$ cat config.mk
export PLATFORM = sky130hd
export DESIGN_NAME = tilt_gesture_window_detector_top
export DESIGN_NICKNAME = d
export VERILOG_FILES = /design/src/rtl/tgwd_pkg.sv /design/src/rtl/tgwd_cell.sv /design/src/rtl/tgwd_out_buf.sv /design/src/rtl/tilt_gesture_window_detector_top.sv
export SDC_FILE = /design/constraint.sdc
export NUM_CORES = 1
export LEC_CHECK = 0
export ABC_AREA = 0
export BUFFER_PORTS_ARGS = -buffer_cell sky130_fd_sc_hd__buf_2
export CAP_MARGIN = 10
export CORE_MARGIN = 3
export CORE_UTILIZATION = 50
export CTS_CLUSTER_DIAMETER = 30
export DETAILED_ROUTE_END_ITERATION = 10
export GPL_TIMING_DRIVEN = 0
export PLACE_DENSITY = 0.79
export RECOVER_POWER = 100
export SYNTH_ARGS = -nofsm -noshare
export SYNTH_HDL_FRONTEND = slang
export SYNTH_HIERARCHICAL = 1
export SYNTH_SLANG_ARGS = --single-unit
export TNS_END_PERCENT = 50
$ cat constraint.sdc
create_clock -name clk -period 7.82 [get_ports clk]
set_input_delay 0.782 -clock clk [delete_from_list [all_inputs] [get_ports clk]]
set_output_delay 0.782 -clock clk [all_outputs]
set_load 0.005 [all_outputs]
$ cat src/rtl/tgwd_pkg.sv
// ----------------------------------------------------------------------------
// tgwd_pkg: shared types and constants of the tilt gesture window detector
// Word formats, operation and gesture codes, register indexes, window size.
// ----------------------------------------------------------------------------
package tgwd_pkg;

  // Samples held in the window, counting the one arriving now
  localparam int unsigned WINDOW_DEPTH = 8;
  // Stored cells: the newest sample is compared as it arrives
  localparam int unsigned CELL_COUNT = WINDOW_DEPTH - 1;

  localparam logic OP_SAMPLE = 1'b0;
  localparam logic OP_CLEAR  = 1'b1;

  localparam logic [1:0] GEST_NONE = 2'd0;
  localparam logic [1:0] GEST_FALL = 2'd1;
  localparam logic [1:0] GEST_RISE = 2'd2;

  localparam logic CFG_Z_CHANGE_LIMIT     = 1'b0;
  localparam logic CFG_SAME_SAMPLE_MARGIN = 1'b1;

  localparam logic [15:0] Z_CHANGE_LIMIT_RST     = 16'd2000;
  localparam logic [15:0] SAME_SAMPLE_MARGIN_RST = 16'd100;

  typedef struct packed {
    logic               operation;
    logic signed [15:0] accel_x;
    logic signed [15:0] accel_y;
    logic signed [15:0] accel_z;
  } in_word_t;

  typedef struct packed {
    logic [1:0] gesture_code;
    logic       sample_taken;
  } out_word_t;

  typedef struct packed {
    logic shift;
    logic clear;
  } cell_ctrl_t;

endpackage

$ cat src/rtl/tgwd_cell.sv
// ----------------------------------------------------------------------------
// tgwd_cell: one z cell of the window chain
// Holds one z value and its valid flag; takes its neighbor's on shift.
// ----------------------------------------------------------------------------
module tgwd_cell (
  input  logic                clk,
  input  logic                rst_n,
  input  tgwd_pkg::cell_ctrl_t ctrl,
  input  logic signed [15:0]  z_in,
  input  logic                vld_in,
  output logic signed [15:0]  z_out,
  output logic                vld_out
);

  logic signed [15:0] z_r;
  logic               vld_r;

  always_ff @(posedge clk) begin
    if (!rst_n) begin
      vld_r <= 1'b0;
    end else if (ctrl.clear) begin
      vld_r <= 1'b0;
    end else if (ctrl.shift) begin
      vld_r <= vld_in;
    end
  end

  always_ff @(posedge clk) begin
    if (ctrl.shift) begin
      z_r <= z_in;
    end
  end

  assign z_out   = z_r;
  assign vld_out = vld_r;

endmodule

$ cat src/rtl/tgwd_out_buf.sv
// ----------------------------------------------------------------------------
// tgwd_out_buf: output register with skid stage
// Keeps input acceptance going while a result word waits downstream.
// ----------------------------------------------------------------------------
module tgwd_out_buf (
  input  logic                 clk,
  input  logic                 rst_n,
  input  logic                 push,
  input  tgwd_pkg::out_word_t  push_word,
  output logic                 full,
  output logic                 out_valid,
  input  logic                 out_stall,
  output tgwd_pkg::out_word_t  out_word
);

  logic                out_valid_r;
  logic                skid_valid_r;
  tgwd_pkg::out_word_t out_word_r;
  tgwd_pkg::out_word_t skid_word_r;
  logic                out_free;

  assign out_free = !out_valid_r || !out_stall;

  always_ff @(posedge clk) begin
    if (!rst_n) begin
      out_valid_r  <= 1'b0;
      skid_valid_r <= 1'b0;
    end else if (out_free) begin
      // drain the skid word first; no push can happen while it is held
      if (skid_valid_r) begin
        out_valid_r  <= 1'b1;
        skid_valid_r <= 1'b0;
      end else begin
        out_valid_r <= push;
      end
    end else if (push) begin
      skid_valid_r <= 1'b1;
    end
  end

  always_ff @(posedge clk) begin
    if (out_free) begin
      out_word_r <= skid_valid_r ? skid_word_r : push_word;
    end else if (push) begin
      skid_word_r <= push_word;
    end
  end

  assign full      = skid_valid_r;
  assign out_valid = out_valid_r;
  assign out_word  = out_word_r;

  a_skid_behind_out: assert property (@(posedge clk) disable iff (!rst_n)
    skid_valid_r |-> out_valid_r)
    else $error("skid word held without an output word");

  a_no_push_when_full: assert property (@(posedge clk) disable iff (!rst_n)
    skid_valid_r |-> !push)
    else $error("word pushed while skid stage full");

endmodule

$ cat src/rtl/tilt_gesture_window_detector_top.sv
// ----------------------------------------------------------------------------
// tilt_gesture_window_detector_top: tilt gesture detector over a z window
// Drops near-duplicate samples, shifts z through a chain of cells and flags
// a rise or fall between the newest and oldest z of a full window.
// Result: registered in the output register, or the skid stage while stalled.
// Throughput: one word per cycle unless stalled; compares the arriving word.
// Backpressure: a two-word output buffer absorbs one stalled result.
// Reset (synchronous, rst_n low): window empty, last sample zero,
// registers back to limit 2000 and margin 100, no result pending.
// ----------------------------------------------------------------------------
module tilt_gesture_window_detector_top (
  input  logic                clk,
  input  logic                rst_n,
  input  logic                in_valid,
  output logic                in_stall,
  input  tgwd_pkg::in_word_t  in_word,
  output logic                out_valid,
  input  logic                out_stall,
  output tgwd_pkg::out_word_t out_word,
  input  logic                cfg_valid,
  output logic                cfg_ready,
  input  logic                cfg_index,
  input  logic [15:0]         cfg_data
);

  logic [15:0]         z_change_limit_r;
  logic [15:0]         same_sample_margin_r;
  logic signed [15:0]  prev_x_r;
  logic signed [15:0]  prev_y_r;
  logic signed [15:0]  prev_z_r;

  logic                accept;
  logic                is_clear;
  logic                is_dup;
  logic                take;
  logic                buf_full;
  tgwd_pkg::cell_ctrl_t cell_ctrl;
  tgwd_pkg::out_word_t res_word;

  logic signed [15:0]  cell_z   [tgwd_pkg::CELL_COUNT];
  logic                cell_vld [tgwd_pkg::CELL_COUNT];
  logic signed [15:0]  oldest_z;
  logic                window_full;
  logic signed [16:0]  fall_diff;
  logic signed [16:0]  rise_diff;
  logic signed [16:0]  limit_ext;

  function automatic logic near(input logic signed [15:0] a,
                                input logic signed [15:0] b,
                                input logic [15:0] margin);
    logic signed [16:0] d;
    logic [16:0]        mag;
    d   = 17'(a) - 17'(b);
    mag = d[16] ? 17'(-d) : 17'(d);
    return mag < {1'b0, margin};
  endfunction

  // configuration
  assign cfg_ready = 1'b1;

  always_ff @(posedge clk) begin
    if (!rst_n) begin
      z_change_limit_r     <= tgwd_pkg::Z_CHANGE_LIMIT_RST;
      same_sample_margin_r <= tgwd_pkg::SAME_SAMPLE_MARGIN_RST;
    end else if (cfg_valid) begin
      unique case (cfg_index)
        tgwd_pkg::CFG_Z_CHANGE_LIMIT:     z_change_limit_r     <= cfg_data;
        tgwd_pkg::CFG_SAME_SAMPLE_MARGIN: same_sample_margin_r <= cfg_data;
        default: ;
      endcase
    end
  end

  // sample filter
  assign in_stall = buf_full;
  assign accept   = in_valid && !in_stall;
  assign is_clear = (in_word.operation == tgwd_pkg::OP_CLEAR);
  assign is_dup   = near(in_word.accel_x, prev_x_r, same_sample_margin_r) &&
                    near(in_word.accel_y, prev_y_r, same_sample_margin_r) &&
                    near(in_word.accel_z, prev_z_r, same_sample_margin_r);
  assign take     = accept && !is_clear && !is_dup;

  always_ff @(posedge clk) begin
    if (!rst_n) begin
      prev_x_r <= '0;
      prev_y_r <= '0;
      prev_z_r <= '0;
    end else if (take) begin
      prev_x_r <= in_word.accel_x;
      prev_y_r <= in_word.accel_y;
      prev_z_r <= in_word.accel_z;
    end
  end

  // window chain: cell 0 holds the last taken z, the far end the oldest
  assign cell_ctrl.shift = take;
  assign cell_ctrl.clear = accept && is_clear;

  for (genvar i = 0; i < tgwd_pkg::CELL_COUNT; i++) begin : g_cell
    if (i == 0) begin : g_head
      tgwd_cell u_cell (
        .clk     (clk),
        .rst_n   (rst_n),
        .ctrl    (cell_ctrl),
        .z_in    (in_word.accel_z),
        .vld_in  (1'b1),
        .z_out   (cell_z[i]),
        .vld_out (cell_vld[i])
      );
    end else begin : g_body
      tgwd_cell u_cell (
        .clk     (clk),
        .rst_n   (rst_n),
        .ctrl    (cell_ctrl),
        .z_in    (cell_z[i-1]),
        .vld_in  (cell_vld[i-1]),
        .z_out   (cell_z[i]),
        .vld_out (cell_vld[i])
      );
    end
  end

  assign oldest_z    = cell_z[tgwd_pkg::CELL_COUNT-1];
  assign window_full = cell_vld[tgwd_pkg::CELL_COUNT-1];
  assign fall_diff   = 17'(oldest_z) - 17'(in_word.accel_z);
  assign rise_diff   = 17'(in_word.accel_z) - 17'(oldest_z);
  assign limit_ext   = $signed({1'b0, z_change_limit_r});

  always_comb begin
    res_word.sample_taken = take;
    res_word.gesture_code = tgwd_pkg::GEST_NONE;
    if (take && window_full) begin
      priority if (fall_diff > limit_ext) begin
        res_word.gesture_code = tgwd_pkg::GEST_FALL;
      end else if (rise_diff > limit_ext) begin
        res_word.gesture_code = tgwd_pkg::GEST_RISE;
      end else begin
        res_word.gesture_code = tgwd_pkg::GEST_NONE;
      end
    end
  end

  tgwd_out_buf u_out_buf (
    .clk       (clk),
    .rst_n     (rst_n),
    .push      (accept),
    .push_word (res_word),
    .full      (buf_full),
    .out_valid (out_valid),
    .out_stall (out_stall),
    .out_word  (out_word)
  );

  a_clear_empties: assert property (@(posedge clk) disable iff (!rst_n)
    cell_ctrl.clear |=> !cell_vld[0] && !window_full)
    else $error("window not empty after clear");

  a_gesture_needs_take: assert property (@(posedge clk) disable iff (!rst_n)
    (out_valid && out_word.gesture_code != tgwd_pkg::GEST_NONE) |->
      out_word.sample_taken)
    else $error("gesture reported for a dropped word");

  a_no_bad_code: assert property (@(posedge clk) disable iff (!rst_n)
    out_valid |-> (out_word.gesture_code != 2'd3))
    else $error("undefined gesture code");

  a_take_loads_prev: assert property (@(posedge clk) disable iff (!rst_n)
    take |=> (prev_z_r == $past(in_word.accel_z)) && (cell_z[0] == prev_z_r))
    else $error("last sample and window head disagree");

endmodule

* Word-level counts from Yosys, hierarchy flattened *
Cells that the tools add are included.

cells by class
  equality and inequality tests = 0
  bitwise logic cells = 3
  order comparisons = 5
  shift-type cells = 0
  mux-type cells = 8
  div/mod/pow operators = 0
  add/subtract/negate cells = 8
  reduce and logical (&&, ||, !) cells = 18
  multiply operators = 0

operators by type and width
  cell               number
  $sub 16x16->17     5
  $lt 17x16->1       3
  $mux 17            3
  $neg 17->17        3
  $gt 17x17->1       2
  $logic_and 1x1->1  7
  $mux 2             3
  $reduce_and 2->1   3
  $logic_not 1->1    5
  $reduce_or 2->1    2
  $mux 3             1
  $not 1->1          3
  $logic_or 1x1->1   1
  $mux 1             1

word-level totals
  logic and storage cells = 67
  bits in registers = 207
  memories kept = 0
  output and inout port bits = 6
  RAM bits = 0
  input port bits = 71
  bits in read-only memories = 0
  latch bits = 0

* Longest topological paths before layout *
  depth after elaboration = 11
  gate-level depth with buffers = 26
  depth with buffers taken out = 25

* Hierarchy *
The synthesis kept the hierarchy.

by module, submodules not included
  module                            cells an instance  instances  area each (sq um)
  tilt_gesture_window_detector_top  1315               1          9913.3
  tgwd_cell                         19                 7          523.0
  tgwd_out_buf                      16                 1          287.8

* Least setup slack after synthesis *
OpenSTA, ideal clock, no wires.

  path kind = input-to-reg
  start point = input port in_word[18] in the netlist's numbering
  end point = register u_out_buf.out_word_r, in the netlist u_out_buf/out_word[0] (data pin)
  arrival = 6.371 ns
  library setup time = 0.263 ns
  setup slack = 1.186 ns
  cell stages on the path = 21
  path buffers = 1
  path through = ha_1 > nor2b_1 > o31a_1 > o211a_1 > or3_1 > a221oi_2 > nor4b_1 > a31oi_1 > xor2_1 > ha_1 > a21o_1 > a2111oi_0 > o221ai_1 > nor2_1 > o211ai_1 > o31ai_1 > o211ai_2 > a41oi_4 > buf_6 > inv_2 > mux2_2

RTL lines
  item                  RTL line                                text
  start, declared       tilt_gesture_window_detector_top.sv:16  input tgwd_pkg::in_word_t in_word,
  end signal, assigned  tgwd_out_buf.sv:43                      out_word_r <= skid_valid_r ? skid_word_r : push_word;
  end, declared         tgwd_out_buf.sv:18                      tgwd_pkg::out_word_t out_word_r;

==> metrics <==
Yosys cell types=76; Resized Gates After CTS=0; skew final=22.7 ps; CTS buffer count=44; RSZ-0062 raised after global routing=false; Max-Cap Viols=0; Layout area overhead=16.6%; Req. time, crit path=~8000 ps; Avg Vias per Cell=5.52; maximum root-to-sink buffer count=3; synth warn=6; met2 GRT Util=35.0%; die height=173 um; share of cells above drive strength 1=9.68%; Initial Util=51.1%; FILL cells=approximately 2300; Least-Margin Pin Slew=983 ps; routed len/inst=15.8 um; worst path cell trace=clkbuf_1 > inv_1 > ha_1 > fa_1 > nor2b_1 > o31a_1 > o211a_1 > o21ai_0 > a221oi_1 > nor4b_1 > a31oi_1 > xor2_1 > ha_1 > a21o_1 > a2111oi_0 > o221ai_1 > nor2_1 > o211ai_1 > o31ai_1 > o211ai_2 > a41oi_1 > buf_6 > inv_4 > buf_6; Max stage delay on crit path=between 600 and 700 ps; Post-synth ARST share=0%; first-pass GRT wire length=52.6 mm; initial antenna violation count=1; Hold WS=409 ps; vias=11000; buffers and inverters on the worst path=5; worst skew pair latency=between 500 and 600 ps; HPWL Detailed=23.6 mm; core area=0.0271 mm2; critical path arrival=~7100 ps; post-synthesis sequential area ratio=approximately two fifths; Util after Layout=59.6%; wirelength, routed=31.6 mm; CTS Sinks=207; post-CTS setup buffer count=0; Nets=1822; # setup viols final=0; Post-CTS Hold Fix Bufs=0; CP top delay family=compound AO/OA/AOI/OAI gates; Mean Syn Cell Area=9.47 um2; CP Capture Type=register; Leakage=6.68 nW; CP max-delay cell=a41oi_1; Worst Hold Class=register to register; Pwr Total=4.25 mW; Slew Limit Fails=0; GR Util All Layers=21.1%; Final Instance Area=0.0162 mm2; Crit Path Max Fanout=80; DP Area=0.0147 mm2; DR iter-0 viols=601; maximum VDD drop=between 0.15 and 0.2 mV; Fin. Hold Viols=0; CP Launch Type=input port; Main synth FF type=edfxtp_1; synthesized area=0.0139 mm2; number of synthesized flops with an enable pin=118; # IOs=77; largest net degree at the start of global routing=81; min Tclk post-route=between 6000 and 7000 ps; root buffer cell=clkbuf_16; #FFs+latches synth=207; Max Fclk=about 140 MHz; Pwr Density=263 mW/mm2; vias in the first global route=11000; # port buffers=75; drt drc=0; total negative slack=0 ps; row cnt=60; met1 GRT Util=a little over a quarter; clk slew on worst S/H paths=approximately 50 ps; Final Cycle Share=slightly below 90%; Rel. slew slack=between 30% and 40%; gr ovfl total=0; kind of critical path=input port to register; Antenna Nets Post-Route=0; first-pass detailed-route iteration total=5; Die X=173 um; status=finished clean; Cells after Synth=1464; gr busiest metal=met2; die area=about 0.03 mm2; met3 Use GR=3.64%; CTS HTree Levels=2; TritonCTS clock tree=built; GP Congestion=about 0.9
logic make-up (layout without fill, tap and decap cells):
| family | Yosys count | count (layout) | synth area share (%) |
|---|---|---|---|
| other | 1 | 3 | 0.0271 |
| adder cells (fa/ha/maj) | 164 | 164 | 15.1 |
| multiplexers | 62 | 62 | 4.51 |
| buffers and inverters | 187 | 344 | 5.39 |
| flip-flops | 207 | 207 | 38.4 |
| XOR/XNOR | 90 | 90 | 5.69 |
| AO/OA/AOI/OAI | 333 | 333 | 16.4 |
| AND/OR/NAND/NOR | 420 | 420 | 14.5 |
worst reg2reg max path, delay by kind of cell, from the launching register on:
kind | cells | cell delay, ps
AO/OA/AOI/OAI | 11 | 3150
AND/OR/NAND/NOR | 4 | 1230
buffers and inverters | 4 | 910
adder cells (fa/ha/maj) | 2 | 570
flip-flops | 1 | 370
XOR/XNOR | 1 | 190
metal layers:
| metal | up-vias | share of wire (%) |
|---|---|---|
| li1 | 5491 | - |
| met1 | 5180 | 45 |
| met2 | 266 | 47 |
| met3 | 71 | 5.0 |
| met4 | 0 | 3.2 |
| met5 | - | 0 |
power by group:
part           leakage, nW  total (mW)  internal, mW  switching (mW)
Sequential            1.84        1.28          1.25          0.0289
Combinational         4.10        1.08         0.450           0.632
Clock                0.741        1.89          1.28           0.613
layout make-up:
class,instances,area [um2],area share (%)
Antenna cell,1,2.50,0.0155
Buffer,41,169,1.05
Inverter,146,551,3.41
Clock buffer,50,1160,7.21
Sequential cell,207,5330,33.0
Clock inverter,31,369,2.28
Timing Repair Buffer,76,359,2.22
Tap cell,372,465,2.88
Multi-Input combinational cell,1071,7750,48.0
per-stage QoR:
stage                     instances  setup WS (ps)
final                          1995            897
after global routing           1995            503
after CTS                      1994           1420
after detailed placement       1913            890
after global placement         1912            170
after floorplan                1465           1190
flip-flops by register name, indices dropped and copies added (netlist names), 6 cells and up:
register and flops:
prev_x_r 16, g_cell.g_body.u_cell/z_out 96, prev_z_r 16, g_cell.g_head.u_cell/z_out 16, same_sample_margin_r 16, g_cell.g_body.u_cell/vld_out 6, z_change_limit_r 16, prev_y_r 16
path summary, 6_finish.rpt:
path,endpoint,depth (start not counted),start,slack [ps]
worst min register to register,g_cell[3].g_body.u_cell/z_out[7]$_DFFE_PP_,0,g_cell[2].g_body.u_cell/z_out[7]$_DFFE_PP_,410
worst max register to register,g_cell[4].g_body.u_cell/z_out[1]$_DFFE_PP_,22,prev_y_r[1]$_SDFFE_PN0P_,980
worst max-delay path,g_cell[4].g_body.u_cell/z_out[1]$_DFFE_PP_,24,in_word[16],900
worst min-delay path,g_cell[3].g_body.u_cell/z_out[7]$_DFFE_PP_,0,g_cell[2].g_body.u_cell/z_out[7]$_DFFE_PP_,410
synthesized netlist by cell type, types with 10 or more instances:
cell	n	area [um2]
a21oi_1	77	385
inv_1	143	537
o21bai_1	11	82.6
xor2_1	24	210
o21a_1	17	128
ha_1	159	1990
nor2b_1	27	169
xnor2_1	66	578
nor2_1	58	218
a21boi_0	25	188
a211oi_1	13	97.6
nand2b_1	12	75.1
nand4_1	19	119
dfxtp_1	89	1780
a21o_1	33	248
mux2i_1	58	581
o211ai_1	18	135
nor3_1	21	105
edfxtp_1	118	3540
nand2_1	206	773
o21ai_0	54	270
o31ai_1	10	75.1
clkbuf_1	32	120
and3_1	10	62.6
a31oi_1	10	62.6
nand3_1	18	90.1
placed cells by master (no fill, tap or decap), drive strengths merged, types with 5 or more instances in the layout:
cell type	n
edfxtp	118
ha	159
o21bai	11
clkbuf	108
o31ai	10
a21oi	77
xor2	24
a31oi	10
nor2b	27
nor2	58
clkinvlp	5
a2111oi	10
o21a	17
nor3	21
buf	59
a211oi	13
a21boi	27
a221oi	6
fa	5
mux2i	58
a21o	33
o211ai	19
xnor2	66
bufinv	6
nand2	206
clkinv	17
or4	5
nand2b	12
dfxtp	89
or3	8
o2111ai	9
inv	149
nor4	6
o21ai	61
nor3b	10
and2	9
nand3	18
and3	10
nand4	19
Note: power is estimated with default switching activity, not from simulation.
